[config.mk]
export PLATFORM = sky130hd
export DESIGN_NAME = fair_credit_pool_allocator_unit
export DESIGN_NICKNAME = d
export VERILOG_FILES = /design/src/hdl/fcpa_pkg.sv /design/src/hdl/fcpa_ctrl.sv /design/src/hdl/fcpa_datapath.sv /design/src/hdl/fair_credit_pool_allocator_unit.sv
export VERILOG_INCLUDE_DIRS = /design/src /design/src/hdl
export SDC_FILE = /design/constraint.sdc
export NUM_CORES = 1
export LEC_CHECK = 0
export ABC_CLOCK_PERIOD_IN_PS = 10450
export BUFFER_PORTS_ARGS = -buffer_cell sky130_fd_sc_hd__buf_2
export CORE_MARGIN = 4
export CORE_UTILIZATION = 65
export CTS_CLUSTER_DIAMETER = 200
export DETAILED_ROUTE_END_ITERATION = 8
export HOLD_SLACK_MARGIN = 0.03
export PLACE_DENSITY = 0.83
export SYNTH_ARGS = -nofsm -noshare
export SYNTH_HDL_FRONTEND = slang
export SYNTH_SLANG_ARGS = --single-unit
[constraint.sdc]
create_clock -name aclk -period 10.45 [get_ports aclk]
set_clock_uncertainty 0.2 [all_clocks]
set_input_delay 1.045 -clock aclk [delete_from_list [all_inputs] [get_ports aclk]]
set_output_delay 1.045 -clock aclk [all_outputs]
set_load 0.01 [all_outputs]
[src/hdl/fair_credit_pool_allocator_unit_assert.svh]
// Assertion macros shared by the credit pool allocator modules.
`ifndef FAIR_CREDIT_POOL_ALLOCATOR_UNIT_ASSERT_SVH
`define FAIR_CREDIT_POOL_ALLOCATOR_UNIT_ASSERT_SVH

// Same-cycle implication, disabled while reset is asserted.
`define FCPA_ASSERT_IMPL(lbl, clk, rstn, ante, cons) \
    lbl: assert property (@(posedge clk) disable iff (!rstn) (ante) |-> (cons)) \
        else $error("credit pool assertion failed");

// Next-cycle implication, disabled while reset is asserted.
`define FCPA_ASSERT_NEXT(lbl, clk, rstn, ante, cons) \
    lbl: assert property (@(posedge clk) disable iff (!rstn) (ante) |=> (cons)) \
        else $error("credit pool assertion failed");

`endif

[src/hdl/fcpa_pkg.sv]
// Shared types and codes for the credit pool allocator.
`default_nettype none

package fcpa_pkg;

    localparam logic ACT_RESERVE = 1'b0;
    localparam logic ACT_RELEASE = 1'b1;

    localparam logic [2:0] ST_GRANTED   = 3'd0;
    localparam logic [2:0] ST_REFUSED   = 3'd1;
    localparam logic [2:0] ST_QUEUED    = 3'd2;
    localparam logic [2:0] ST_QFULL     = 3'd3;
    localparam logic [2:0] ST_RELEASED  = 3'd4;
    localparam logic [2:0] ST_UNDERFLOW = 3'd5;

    typedef struct packed {
        logic        action;
        logic [15:0] request_count;
        logic        no_fail;
        logic        no_wait;
        logic [7:0]  requester_id;
    } fcpa_in_t;

    typedef struct packed {
        logic [2:0]  status;
        logic [15:0] grow_by;
        logic        wake_valid;
        logic [7:0]  wake_requester;
        logic [15:0] wake_count;
        logic [15:0] units_in_use;
    } fcpa_out_t;

    typedef enum logic [2:0] {
        CTL_IDLE,
        CTL_READ,
        CTL_EXEC,
        CTL_WAKE,
        CTL_EMIT
    } fcpa_state_t;

    typedef struct packed {
        logic in_take;
        logic exec;
        logic wake;
        logic load;
    } fcpa_cmd_t;

    typedef struct packed {
        logic is_release;
        logic out_free;
    } fcpa_sts_t;

endpackage

`default_nettype wire

[src/hdl/fcpa_ctrl.sv]
// Controller state machine sequencing one request through the datapath.
`default_nettype none

module fcpa_ctrl (
    input  wire logic              aclk,
    input  wire logic              aresetn,
    input  wire logic              s_valid,
    input  wire fcpa_pkg::fcpa_sts_t sts,
    output fcpa_pkg::fcpa_cmd_t    cmd
);
    import fcpa_pkg::*;

    fcpa_state_t state_reg;
    fcpa_state_t state_next;

    always_ff @(posedge aclk) begin
        if (!aresetn) begin
            state_reg <= CTL_IDLE;
        end else begin
            state_reg <= state_next;
        end
    end

    always_comb begin
        state_next = state_reg;
        unique case (state_reg)
            CTL_IDLE: begin
                if (s_valid) begin
                    state_next = CTL_READ;
                end
            end
            CTL_READ: state_next = CTL_EXEC;
            CTL_EXEC: state_next = sts.is_release ? CTL_WAKE : CTL_EMIT;
            CTL_WAKE: state_next = CTL_EMIT;
            CTL_EMIT: begin
                if (sts.out_free) begin
                    state_next = CTL_IDLE;
                end
            end
            default: state_next = CTL_IDLE;
        endcase
    end

    always_comb begin
        cmd = '0;
        unique case (state_reg)
            CTL_IDLE: cmd.in_take = 1'b1;
            CTL_READ: cmd = '0;
            CTL_EXEC: cmd.exec = 1'b1;
            CTL_WAKE: cmd.wake = 1'b1;
            CTL_EMIT: cmd.load = sts.out_free;
            default:  cmd = '0;
        endcase
    end

    `include "fair_credit_pool_allocator_unit_assert.svh"

    `FCPA_ASSERT_NEXT(a_accept_reads, aclk, aresetn, s_valid && cmd.in_take, state_reg == CTL_READ)
    `FCPA_ASSERT_IMPL(a_wake_on_release, aclk, aresetn, state_reg == CTL_WAKE, sts.is_release)
    `FCPA_ASSERT_NEXT(a_emit_holds, aclk, aresetn, (state_reg == CTL_EMIT) && !sts.out_free, state_reg == CTL_EMIT)

endmodule

`default_nettype wire

[src/hdl/fcpa_datapath.sv]
// Datapath: usage and limit counters, waiter queue memory and result register.
`default_nettype none

module fcpa_datapath #(
    parameter int WAIT_DEPTH = 16,
    parameter int COUNT_BITS = 16
) (
    input  wire logic               aclk,
    input  wire logic               aresetn,
    input  wire logic               cfg_wr_en,
    input  wire logic [15:0]        cfg_wr_data,
    input  wire logic               s_valid,
    input  wire fcpa_pkg::fcpa_in_t s_data,
    output fcpa_pkg::fcpa_out_t     m_data,
    output logic                    m_valid,
    input  wire logic               m_ready,
    input  wire fcpa_pkg::fcpa_cmd_t cmd,
    output fcpa_pkg::fcpa_sts_t     sts
);
    import fcpa_pkg::*;

    localparam int CB = COUNT_BITS;
    localparam int IW = (WAIT_DEPTH > 1) ? $clog2(WAIT_DEPTH) : 1;
    localparam int FW = $clog2(WAIT_DEPTH + 1);
    localparam int EW = 8 + CB;
    localparam logic [CB-1:0] CountMax   = '1;
    localparam logic [CB-1:0] LimitReset = COUNT_BITS'(32'd16);
    localparam logic [FW-1:0] FillMax    = FW'(WAIT_DEPTH);
    localparam logic [IW:0]   DepthW     = (IW + 1)'(WAIT_DEPTH);
    localparam logic [IW-1:0] LastIdx    = IW'(WAIT_DEPTH - 1);

    fcpa_in_t        req_reg;
    logic [CB-1:0]   cnt_reg;
    logic [CB-1:0]   used_reg,  used_next;
    logic [CB-1:0]   lim_reg,   lim_next;
    logic [IW-1:0]   head_reg,  head_next;
    logic [FW-1:0]   fill_reg,  fill_next;
    logic [2:0]      st_reg,    st_next;
    logic [CB-1:0]   grow_reg,  grow_next;
    logic            wake_v_reg, wake_v_next;
    logic [7:0]      wake_id_reg, wake_id_next;
    logic [CB-1:0]   wake_cnt_reg, wake_cnt_next;
    logic            m_valid_reg;
    fcpa_out_t       m_data_reg;

    logic [EW-1:0]   mem [WAIT_DEPTH];
    logic [EW-1:0]   head_q_reg;
    logic            mem_we;
    logic [IW-1:0]   mem_addr;

    logic [31:0]     cnt32;
    logic [CB-1:0]   cnt_sat;
    logic [CB:0]     sum_ext;
    logic [CB-1:0]   sat_sum;
    logic [CB:0]     grow_diff;
    logic [CB:0]     wsum;
    logic [CB-1:0]   need;
    logic [IW:0]     tail_sum;
    logic [IW:0]     tail_wrap;
    logic [31:0]     grow32;
    logic [31:0]     wcnt32;
    logic [31:0]     used32;
    fcpa_out_t       result;

    // Requests wider than the counter saturate on the way in.
    assign cnt32   = 32'(s_data.request_count);
    assign cnt_sat = (cnt32 > 32'(CountMax)) ? CountMax : cnt32[CB-1:0];

    assign sum_ext   = {1'b0, used_reg} + {1'b0, cnt_reg};
    assign sat_sum   = sum_ext[CB] ? CountMax : sum_ext[CB-1:0];
    assign grow_diff = {1'b0, sat_sum} - {1'b0, lim_reg};
    assign need      = head_q_reg[CB-1:0];
    assign wsum      = {1'b0, need} + {1'b0, used_reg};

    // The queue slot after the last waiter, wrapped by one conditional subtract.
    assign tail_sum  = {1'b0, head_reg} + (IW + 1)'(fill_reg);
    assign tail_wrap = (tail_sum >= DepthW) ? (tail_sum - DepthW) : tail_sum;
    assign mem_addr  = tail_wrap[IW-1:0];

    always_comb begin
        used_next     = used_reg;
        lim_next      = lim_reg;
        head_next     = head_reg;
        fill_next     = fill_reg;
        st_next       = st_reg;
        grow_next     = grow_reg;
        wake_v_next   = wake_v_reg;
        wake_id_next  = wake_id_reg;
        wake_cnt_next = wake_cnt_reg;
        mem_we        = 1'b0;
        if (cmd.exec) begin
            grow_next     = '0;
            wake_v_next   = 1'b0;
            wake_id_next  = '0;
            wake_cnt_next = '0;
            if (req_reg.action == ACT_RESERVE) begin
                priority if (req_reg.no_fail) begin
                    used_next = sat_sum;
                    st_next   = ST_GRANTED;
                    if (!grow_diff[CB] && (grow_diff[CB-1:0] != '0)) begin
                        grow_next = grow_diff[CB-1:0];
                        lim_next  = sat_sum;
                    end
                end else if (sum_ext <= {1'b0, lim_reg}) begin
                    used_next = sum_ext[CB-1:0];
                    st_next   = ST_GRANTED;
                end else if (req_reg.no_wait) begin
                    st_next = ST_REFUSED;
                end else if (fill_reg == FillMax) begin
                    st_next = ST_QFULL;
                end else begin
                    mem_we    = 1'b1;
                    fill_next = fill_reg + 1'b1;
                    st_next   = ST_QUEUED;
                end
            end else begin
                if (cnt_reg > used_reg) begin
                    used_next = '0;
                    st_next   = ST_UNDERFLOW;
                end else begin
                    used_next = used_reg - cnt_reg;
                    st_next   = ST_RELEASED;
                end
            end
        end else if (cmd.wake) begin
            // Only the head waiter is considered, which keeps service in order.
            if ((fill_reg != '0) && (wsum <= {1'b0, lim_reg})) begin
                used_next     = wsum[CB-1:0];
                wake_v_next   = 1'b1;
                wake_id_next  = head_q_reg[EW-1:CB];
                wake_cnt_next = need;
                head_next     = (head_reg == LastIdx) ? '0 : head_reg + 1'b1;
                fill_next     = fill_reg - 1'b1;
            end
        end
    end

    always_ff @(posedge aclk) begin
        if (!aresetn) begin
            used_reg <= '0;
            lim_reg  <= LimitReset;
            head_reg <= '0;
            fill_reg <= '0;
        end else if (cfg_wr_en) begin
            used_reg <= '0;
            lim_reg  <= CB'(cfg_wr_data);
            head_reg <= '0;
            fill_reg <= '0;
        end else begin
            used_reg <= used_next;
            lim_reg  <= lim_next;
            head_reg <= head_next;
            fill_reg <= fill_next;
        end
    end

    always_ff @(posedge aclk) begin
        st_reg       <= st_next;
        grow_reg     <= grow_next;
        wake_v_reg   <= wake_v_next;
        wake_id_reg  <= wake_id_next;
        wake_cnt_reg <= wake_cnt_next;
        if (cmd.in_take && s_valid) begin
            req_reg <= s_data;
            cnt_reg <= cnt_sat;
        end
    end

    always_ff @(posedge aclk) begin
        if (mem_we) begin
            mem[mem_addr] <= {req_reg.requester_id, cnt_reg};
        end
        head_q_reg <= mem[head_reg];
    end

    assign grow32 = 32'(grow_reg);
    assign wcnt32 = 32'(wake_cnt_reg);
    assign used32 = 32'(used_reg);

    always_comb begin
        result.status         = st_reg;
        result.grow_by        = grow32[15:0];
        result.wake_valid     = wake_v_reg;
        result.wake_requester = wake_id_reg;
        result.wake_count     = wcnt32[15:0];
        result.units_in_use   = (used32 > 32'h0000_FFFF) ? 16'hFFFF : used32[15:0];
    end

    always_ff @(posedge aclk) begin
        if (!aresetn) begin
            m_valid_reg <= 1'b0;
        end else if (cmd.load) begin
            m_valid_reg <= 1'b1;
        end else if (m_ready) begin
            m_valid_reg <= 1'b0;
        end
    end

    always_ff @(posedge aclk) begin
        if (cmd.load) begin
            m_data_reg <= result;
        end
    end

    assign m_valid        = m_valid_reg;
    assign m_data         = m_data_reg;
    assign sts.is_release = (req_reg.action == ACT_RELEASE);
    assign sts.out_free   = !m_valid_reg || m_ready;

    `include "fair_credit_pool_allocator_unit_assert.svh"

    `FCPA_ASSERT_IMPL(a_fill_bound, aclk, aresetn, 1'b1, fill_reg <= FillMax)
    `FCPA_ASSERT_IMPL(a_used_in_limit, aclk, aresetn, 1'b1, used_reg <= lim_reg)
    `FCPA_ASSERT_IMPL(a_no_overwrite, aclk, aresetn, cmd.load, !m_valid_reg || m_ready)

endmodule

`default_nettype wire

[src/hdl/fair_credit_pool_allocator_unit.sv]
// Usage notes:
// A credit pool that grants, queues or refuses reserve requests and frees
// units on release, waking the oldest queued waiter when it then fits.
// Requests arrive on the s_ channel (s_valid, s_ready, s_data) and each
// produces exactly one result on the m_ channel (m_valid, m_ready, m_data).
// Each request passes through the controller sequence: latch, queue memory
// read, update, and for a release the head waiter check, then the load of
// the output register. A new request is taken only once the controller has
// loaded the previous result into the output register and returned to idle.
// The output register holds a finished result while the receiver stalls;
// a new request is still taken meanwhile, and it waits before its own
// result load until the earlier result has gone.
// Writing cfg_wr_data with cfg_wr_en sets the limit and empties the pool;
// write only while no request is in flight. Reset (aresetn low,
// synchronous) sets the limit to 16, usage to zero and empties the queue.
`default_nettype none

module fair_credit_pool_allocator_unit #(
    parameter int WAIT_DEPTH = 16,
    parameter int COUNT_BITS = 16
) (
    input  wire logic               aclk,
    input  wire logic               aresetn,
    input  wire logic               cfg_wr_en,
    input  wire logic [15:0]        cfg_wr_data,
    input  wire logic               s_valid,
    output logic                    s_ready,
    input  wire fcpa_pkg::fcpa_in_t s_data,
    output logic                    m_valid,
    input  wire logic               m_ready,
    output fcpa_pkg::fcpa_out_t     m_data
);
    import fcpa_pkg::*;

    fcpa_cmd_t cmd;
    fcpa_sts_t sts;

    fcpa_ctrl u_ctrl (
        .aclk    (aclk),
        .aresetn (aresetn),
        .s_valid (s_valid),
        .sts     (sts),
        .cmd     (cmd)
    );

    fcpa_datapath #(
        .WAIT_DEPTH (WAIT_DEPTH),
        .COUNT_BITS (COUNT_BITS)
    ) u_datapath (
        .aclk        (aclk),
        .aresetn     (aresetn),
        .cfg_wr_en   (cfg_wr_en),
        .cfg_wr_data (cfg_wr_data),
        .s_valid     (s_valid),
        .s_data      (s_data),
        .m_data      (m_data),
        .m_valid     (m_valid),
        .m_ready     (m_ready),
        .cmd         (cmd),
        .sts         (sts)
    );

    assign s_ready = cmd.in_take;

endmodule

`default_nettype wire

==> metrics, run 1 <==
status finished clean; Synth Flop Type edfxtp_1; Post-Route WL 66300 um; GRT overflow 0; PD cells 179 nW/um2; Layout area overhead 12.0%; Setup crit start kind register; Antenna Cells 0; r2r startpoint u_datapath.cnt_reg[1]$_DFFE_PP_; multiplexer share of the synthesized area about an eighth; CTS max path bufs 3; area of the multi-input gates ~8600 um2; Synth warnings 0; CTS sink count between 500 and 600; post-synth top area share 57.3%; drt first pass iters 5; Slew HR between 10% and 20%; Slew @ Worst Pin 1.30 ns; total clock buffers created by CTS 56; crit path max fanout 19; met2 wire length approximately 33000 um; Synth Area in Adders around 5.5%; cell at the slowest stage of the critical path nor2_2; Syn Inst Count about 1700; uppermost layer routed met4; R2R Setup Slk 3.55 ns; Comb power frac 9.0%; fin area around 29000 um2; pin count of the biggest net entering global routing 70; post_cts resized 0; P_leak approximately 0.01 uW; syn avg cell area around 15 um2; GR Util All Layers 31.9%; hold_ws approximately 0.22 ns; WL/cell 28.2 um; count leader, synth edfxtp_1; Synth Area in XOR/XNOR between 1.5 and 2%; Root Driver clkbuf_16; RSZ-0062 raised after global routing no; Crit. Startpoint u_datapath.cnt_reg[1]$_DFFE_PP_; largest family of logic cells by synthesized area multiplexers; Psw between 1000 and 1500 uW; vias per std cell just under 7; max_cap viols 0; Mapped Nets approximately 1800; simple-gate share of the synthesized area 6.26%; min-delay src u_datapath.grow_reg[6]$_SDFFCE_PP0P_; FF/Latch Area between 15000 and 20000 um2; EDFF count, synth ~500; Core Rows 72; synthesized cell area 25700 um2; filler cell count 2289; Core Box Area 38800 um2; Initial Utilization about two thirds; final setup vio count 0; Tot Pwr 5140 uW; fin. max-slew vios 0; Net Sw Frac 24.3%; number of global-route vias before repair approximately 16000; Netlist cell types 84; global-route wire length before repair 101000 um; Antenna Violating Nets Remaining 0; clock network power share 40.3%; Clk Latency, worst-skew pair about 0.62 ns; initial antenna violation count 0; HPWL after DPL 40200 um; CP max stage delay 0.78 ns; Die Span Y a little over 200 um; # nets final roughly 1900; layout cell share with drive strength beyond 1 22.6%; period utilization about two thirds; via count between 15000 and 20000; WS Path Type reg -> reg; CP Data Required Time 10.53 ns; most frequent cells after synthesis 490 x edfxtp_1, 124 x nor2_1, 120 x mux4_2; number of synthesized register bits approximately 580; FFs w/ async S/R, synth 0%; htree depth 2; setup TNS 0 ns; critical-path cell list inv_1 > ha_1 > nor2b_1 > o311ai_0 > a21oi_1 > a31oi_1 > nor4_1 > nor3_1 > ha_1 > nand2_1 > nor4_1 > o31ai_1 > a41oi_1 > o211ai_1 > nor2_1 > nand2_1 > nor2_2 > buf_4; CTS tree yes; post-CTS setup buffers 0; Die Footprint between 40000 and 50000 um2; min Tclk post-route just under 7 ns; Synth Area in Compound Gates 7.95%; highest clock rate between 100 and 150 MHz; Pint 3890 uW; Final Wtd Congestion just over 0.9; routed length on met3 between 5000 and 6000 um; max reg flops ~380; worst hold-check path type reg -> reg; dpl cell area approximately 27000 um2; # IOs between 100 and 150; Critical Path End Type register; sequential area share after synthesis between 60% and 70%; Yosys top cell by area edfxtp_1; # DRC 0; Starting DRT DRC Count around 1600; sequential share of power between 50% and 60%; chip width approximately 210 um; Port Buffer Count around 110; crit path DAT 6.98 ns; M1 WL approximately 24000 um; hold buffers post-CTS 0; largest cells by area after synthesis edfxtp_1 57%, mux4_2 11%, dfxtp_1 7.3%; final hold vios 0; Peak VDD IR 0.178 mV; clock-pin transition on the worst setup and hold timing paths ~0.06 ns
layout make-up:
cell class | count | share of cell area (%)
sequential | 584 | 57.7
multi-input combinational | 930 | 29.8
clock buffer | 79 | 5.62
timing repair buffer | 141 | 2.73
tap | 518 | 2.25
clock inverter | 27 | 0.953
inverter | 73 | 0.953
final timing paths:
| path | cells after the start | end |
|---|---|---|
| worst max register to register | 18 | u_datapath.mem[4][6]$_DFFE_PP_ |
| worst max-delay path | 18 | u_datapath.mem[4][6]$_DFFE_PP_ |
| worst min register to register | 0 | u_datapath.m_data[47]$_DFFE_PP_ |
| worst min-delay path | 0 | u_datapath.m_data[47]$_DFFE_PP_ |
routing by layer:
layer / track usage [%] / up-vias
met2: 53.0 / 952
met4: 13.2 / 0
met5: 0 / -
met3: 5.78 / 196
li1: - / 6742
met1: 42.3 / 7926
cell families (layout without fill, tap and decap cells):
kind of cell / Yosys count / count (layout)
DFF: 584 / 584
xor gates and xnor gates: 51 / 51
adders and majority gates: 109 / 109
and+or+nand+nor: 337 / 337
buffers and inverters: 145 / 320
muxes: 150 / 150
AOI/OAI and AO/OA: 283 / 283
layout by cell type (no fill, tap or decap), drive strengths merged, types with 6 or more instances in the layout:
cell type	instances
a211oi	11
a21o	21
a21oi	68
a31oi	12
buf	141
clkbuf	79
clkinv	13
clkinvlp	7
dfxtp	94
edfxtp	490
fa	6
ha	103
inv	77
mux2i	30
mux4	120
nand2	69
nand2b	10
nand3	30
nand4	13
nor2	124
nor2b	22
nor3	19
nor4	7
o2111ai	16
o211ai	12
o21a	12
o21ai	56
o221a	10
o22ai	6
o311ai	7
o31ai	7
or2	10
or3	8
xnor2	35
xor2	16
critical path, delay by kind of cell, from the launching register on:
kind	cells	cell delay [ns]
DFF	1	0.73
and+or+nand+nor	8	2.26
buffers and inverters	2	0.60
AOI/OAI and AO/OA	6	2.21
adders and majority gates	2	0.55
stage by stage:
step                setup WS, ns  cells  utilization [%]
global route                3.14   2352             74.1
finish                      3.55   2352             74.1
detailed placement          3.78   2246             69.2
CTS                         3.69   2352             74.1
floorplan                   4.69   1659                -
global placement            4.12   2246             69.2
power groups by stage:
stage	registers [uW]	clock network, uW	logic, uW
CTS	2610	2090	457
global route	2610	2200	508
detailed placement	2660	0	452
floorplan	2640	0	325
finish	2610	2070	465
global placement	2650	0	442
Note: power is estimated with default switching activity, not from simulation.
==> run 2, diff against run 1 <==
- ABC_AREA: unset -> 1
- ABC_CLOCK_PERIOD_IN_PS: 10450 -> 6100
- CORE_UTILIZATION: 65 -> 56
- PLACE_DENSITY: 0.83 -> 0.76
- clock period: 10.45 -> 6.1 ns (I/O delays scaled with it)
==> run 2 against run 1 <==
- synthesized cell count up 45%
- global-route usage is 4.3 points lower
- clock power is 86% higher
- count of clock-buffer cells in the layout is 6 lower
- hold slack got worse by 0.12 ns
- critical path depth up 6
- area after synthesis is 3.2% higher
- register-to-register slack got worse by 2.8 ns
- combinational power rose to 2.7 times the previous value
- design area grew 5.0%
==> metrics, run 2 <==
status finished clean; Antenna Violating Nets Remaining 0; count leader, synth edfxtp_1; Netlist cell types 57; most frequent cells after synthesis 490 x edfxtp_1, 394 x nor2_1, 357 x nand2_1; syn avg cell area 11.0 um2; dpl cell area about 28000 um2; worst hold-check path type in -> reg; HPWL after DPL ~47000 um; max_cap viols 0; global-route wire length before repair about 110000 um; Critical Path End Type register; number of global-route vias before repair 18612; final hold vios 0; Post-Route WL about 71000 um; Core Box Area 46700 um2; number of synthesized register bits between 500 and 600; htree depth 2; fin area 30200 um2; period utilization 87.7%; M1 WL ~28000 um; drt first pass iters 6; min Tclk post-route 5.35 ns; FFs w/ async S/R, synth 0%; Slew @ Worst Pin between 1 and 1.5 ns; # IOs 110; final setup vio count 0; CP max stage delay about 0.71 ns; sequential area share after synthesis between 60 and 70%; min-delay src cfg_wr_data[4]; hold_ws between 0.09 and 0.1 ns; Core Rows a little under 80; setup TNS 0 ns; Port Buffer Count between 100 and 150; Yosys top cell by area edfxtp_1; Clk Latency, worst-skew pair 0.63 ns; # nets final about 2700; Mapped Nets roughly 2600; Crit. Startpoint u_datapath.cnt_reg[2]$_DFFE_PP_; Initial Utilization between 50% and 60%; synthesized cell area 26500 um2; Final Wtd Congestion roughly 0.95; Peak VDD IR 0.254 mV; max reg flops between 300 and 400; Antenna Cells 0; via count between 15000 and 20000; crit path DAT 5.49 ns; met2 wire length about 35000 um; critical path depth 24; filler cell count 3521; Die Span Y between 200 and 250 um; Slew HR between 20 and 30%; area of the multi-input gates 8860 um2; fin. max-slew vios 0; commonest non-fill, non-tap cell in the layout edfxtp_1; WL/cell 22.1 um; GR Util All Layers ~28%; initial antenna violation count 3; Synth warnings 0; cell family with most CP delay simple AND/OR/NAND/NOR gates; hold path depth 3; RSZ-0062 raised after global routing no; post_cts resized 0; critical-path cell list inv_1 > ha_1 > inv_2 > nand3b_1 > nand2_2 > a21oi_4 > o21ai_4 > nand3_2 > nand2_2 > inv_4 > nand2_1 > ha_1 > inv_1 > o21ai_0 > a21oi_1 > nand2_1 > xor2_1 > nand3_1 > nor2_1 > nand3_2 > nand2_1 > inv_1 > nand3_2 > nor2_1; largest cells by area after synthesis edfxtp_1 56%, dfxtp_1 7.1%, nor2_1 5.6%; CTS tree yes; vias per std cell about 6.0; Setup crit start kind register; pin count of the biggest net entering global routing 129; Starting DRT DRC Count between 2000 and 2500; Root Driver clkbuf_16; Die Footprint slightly above 50000 um2; Syn Inst Count ~2400; post-synth top area share between 50% and 60%; chip width ~230 um; WS Path Type reg -> reg; Synth Flop Type edfxtp_1; min setup slack post-route between 0.7 and 0.8 ns; CP Data Required Time between 6 and 7 ns; EDFF count, synth a little under 500; r2r startpoint u_datapath.cnt_reg[2]$_DFFE_PP_; worst r2r path cells 24; Placement Setup Slack between 0.7 and 0.8 ns; routed length on met3 between 5000 and 6000 um; CTS max path bufs 3; GRT overflow 0; CTS sink count between 500 and 600; # DRC 0; CP bufs+invs 5; Layout area overhead 14.1%; crit path max fanout 18; layout cell share with drive strength beyond 1 12.6%; uppermost layer routed met5; P_leak 0.0116 uW; highest clock rate between 150 and 200 MHz; clock-pin transition on the worst setup and hold timing paths about 0.070 ns; PD cells 321 nW/um2; most frequent cells in the layout 490 x edfxtp_1, 380 x nor2_1, 357 x nand2_1; FF/Latch Area 16600 um2; total clock buffers created by CTS between 50 and 60; cell at the slowest stage of the critical path edfxtp_1
## run 2: path summary, 6_finish.rpt
path,slack [ns],endpoint
worst max register to register,0.75,u_datapath.grow_reg[13]$_SDFFCE_PP0P_
worst min register to register,0.20,u_datapath.m_data[57]$_DFFE_PP_
worst min-delay path,0.1,u_datapath.lim_reg[4]$_SDFFE_PN1P_
worst max-delay path,0.75,u_datapath.grow_reg[13]$_SDFFCE_PP0P_
## run 2: final cells by class
type | instances | share of cell area [%]
multi-input combinational | 1545 | 29.3
clock inverter | 35 | 1.60
timing repair buffer | 183 | 4.07
tap | 607 | 2.51
clock buffer | 73 | 5.38
inverter | 174 | 2.18
sequential | 584 | 54.9
## run 2: cells by family (layout without fill, tap and decap cells)
| logic type | count (synthesis) | in the layout | share of synthesized area, % |
|---|---|---|---|
| XOR/XNOR | 44 | 44 | 1.45 |
| multiplexers | 47 | 47 | 1.78 |
| AND/OR/NAND/NOR | 938 | 938 | 14.8 |
| adder cells (fa/ha/maj) | 109 | 109 | 5.32 |
| AO/OA/AOI/OAI | 407 | 407 | 9.78 |
| flip-flops | 584 | 584 | 62.6 |
| buffers and inverters | 274 | 465 | 4.21 |
## run 2: per-layer routing
metal | vias up | track usage [%]
li1 | 8776 | -
met1 | 9174 | 36.7
met4 | 2 | 10.2
met2 | 938 | 46.3
met5 | - | 0
met3 | 158 | 4.08
## run 2: what timing repair did
item / CTS / global route
hold buffers: 27 / 0
buffers inserted: 0 / 0
hold endpoints to repair: 27 / 0
setup endpoints to repair: 0 / 0
## run 2: stage by stage
stage / total power, uW / utilization (%) / std cells
final: 9690 / 64.8 / 3201
after detailed placement: 5890 / 59.7 / 3066
after CTS: 9710 / 64.8 / 3201
after floorplan: 5480 / - / 2403
after global placement: 5860 / 59.7 / 3066
after global routing: 10100 / 64.8 / 3201
## run 2: worst min-delay path, stage by stage
cell and delay, ns:
buf_2 0.10, a21oi_1 0.08, nand3_1 0.08
## run 2: power breakdown
group | leakage, uW | switching, uW | internal, uW | total, uW
Sequential | 0.00521 | 113 | 4490 | 4600
Clock | 0.00103 | 1550 | 2290 | 3840
Combinational | 0.00531 | 847 | 399 | 1250
Total | 0.0116 | 2510 | 7170 | 9690
==> run 3, diff against run 2 <==
--- a/config.mk
+++ b/config.mk
@@ -11,2 +11,3 @@
 export BUFFER_PORTS_ARGS = -buffer_cell sky130_fd_sc_hd__buf_2
+export CORE_ASPECT_RATIO = 0.5
 export CORE_MARGIN = 4
==> constraint.sdc (replaced) <==
create_clock -name aclk -period 6.1 [get_ports aclk]
set_clock_uncertainty 0.2 [all_clocks]
set_input_delay 0.915 -clock aclk [delete_from_list [all_inputs] [get_ports aclk]]
set_output_delay 0.915 -clock aclk [all_outputs]
set_load 0.01 [all_outputs]
==> run 3 against run 2 <==
- sequential power about the same
- via count decreased by 1.6%
- clock power decreased by 16%
- non-clock buffer count decreased by 23
- utilization decreased by 1.6 points
- power decreased by 6.6%
- critical endpoint is now u_datapath.mem[10][23]$_DFFE_PP_
- largest power group unchanged
==> metrics, run 3 (synthesized netlist as in run 2, its figures left out) <==
min Tclk post-route approximately 5.5 ns; setup TNS 0 ns; Die Footprint 51100 um2; chip width approximately 320 um; most frequent cells in the layout 490 x edfxtp_1, 380 x nor2_1, 357 x nand2_1; CTS sink count 584; # nets final 2672; Layout area overhead 11.6%; GRT overflow 0; WS Path Type reg -> reg; layout cell share with drive strength beyond 1 between 10 and 15%; GR Util All Layers between 20% and 30%; Port Buffer Count ~110; Root Driver clkbuf_16; Tot Pwr 9050 uW; final setup vio count 0; # DRC 0; PD cells slightly above 300 nW/um2; Core Box Area between 40000 and 50000 um2; vias per std cell 5.87; CTS tree yes; post_cts resized 0; WL/cell 21.4 um; total clock buffers created by CTS 50; Critical Path End Type register; P_leak about 0.011 uW; crit path DAT between 5 and 6 ns; Core Rows 56; max reg flops between 300 and 400; Slew HR between 20% and 30%; hold buffers post-CTS 0; Peak VDD IR around 0.20 mV; commonest non-fill, non-tap cell in the layout edfxtp_1; Starting DRT DRC Count 2236; fin. max-slew vios 0; Initial Utilization around 57%; initial antenna violation count 4; drt first pass iters 6; crit path max fanout 18; pin count of the biggest net entering global routing just over 100; final hold vios 0; worst hold-check path type reg -> reg; CP Data Required Time approximately 6.2 ns; Final Wtd Congestion about 0.91; highest clock rate approximately 180 MHz; fin cells roughly 3200; clock-pin transition on the worst setup and hold timing paths about 0.070 ns; # IOs 110; via count 18745; Slew @ Worst Pin ~1.2 ns; CTS max path bufs 3; period utilization roughly 90%; Die Span Y 162 um; Post-Route WL around 68000 um; global-route wire length before repair 104000 um; Finished Core Util a little over three fifths; Antenna Violating Nets Remaining 0; post-CTS setup buffers 0; Clk Latency, worst-skew pair ~0.60 ns; status finished clean; max_cap viols 0; filler cell count 3599; HPWL after DPL roughly 46000 um; Placed Cells around 3100; Setup crit start kind register; htree depth 2; R2R Setup Slk ~0.62 ns; number of global-route vias before repair 18109; RSZ-0062 raised after global routing no
[run 3: area by class of cell]
class	count	area [um2]	share of cell area [%]
antenna	2	5.00	0.0169
clock buffer	61	1350	4.58
clock inverter	32	318	1.08
inverter	174	659	2.23
multi-input combinational	1545	8860	30.0
sequential	584	16600	56.2
tap	638	798	2.70
timing repair buffer	160	966	3.27
[run 3: worst paths after layout]
| kind | start | endpoint | cells past startpoint |
|---|---|---|---|
| max | u_datapath.cnt_reg[4]$_DFFE_PP_ | u_datapath.mem[10][23]$_DFFE_PP_ | 27 |
| min reg2reg | u_datapath.grow_reg[13]$_SDFFCE_PP0P_ | u_datapath.m_data[54]$_DFFE_PP_ | 0 |
| max reg2reg | u_datapath.cnt_reg[4]$_DFFE_PP_ | u_datapath.mem[10][23]$_DFFE_PP_ | 27 |
| min | u_datapath.grow_reg[13]$_SDFFCE_PP0P_ | u_datapath.m_data[54]$_DFFE_PP_ | 0 |
[run 3: metal layers]
layer / vias to the layer above / GRT usage [%] / wire length [um]
li1: 8711 / - / -
met1: 9113 / 35.6 / 28200
met3: 124 / 5.62 / 6110
met2: 797 / 43.4 / 32100
met4: 0 / 7.92 / 2050
met5: - / 0 / 0
[run 3: critical path: stages, from the launching register on]
cell and delay, ns:
edfxtp_1 0.78, inv_1 0.11, ha_1 0.46, o21ai_0 0.14
a21oi_1 0.38, o21ai_1 0.21, nand2_1 0.14, o21bai_1 0.09
inv_1 0.06, nand2_1 0.04, nand2_1 0.13, inv_1 0.06
ha_1 0.27, inv_1 0.05, nor3_1 0.28, nand2_1 0.09
nand2_1 0.06, nand2_1 0.05, nand2_1 0.06, nand2_1 0.05
nand2_1 0.05, nand2_1 0.09, nand2_4 0.10, nand3_4 0.10
nor2_8 0.17, nand3_2 0.16, nor2_2 0.54, buf_12 0.26
[run 3: power breakdown]
part | internal [uW] | switching (uW) | total (uW)
Sequential | 4480 | 110 | 4590
Clock | 1740 | 1500 | 3240
Combinational | 387 | 827 | 1210
[run 3: stage by stage]
stage               instance area, um2  setup slack [ns]  hold WS [ns]
floorplan                        26500             0.384         0.200
global placement                 27900             0.905         0.201
detailed placement               27900             0.730         0.207
CTS                              29600             0.738         0.223
global route                     29600             0.337         0.225
finish                           29600             0.618         0.222
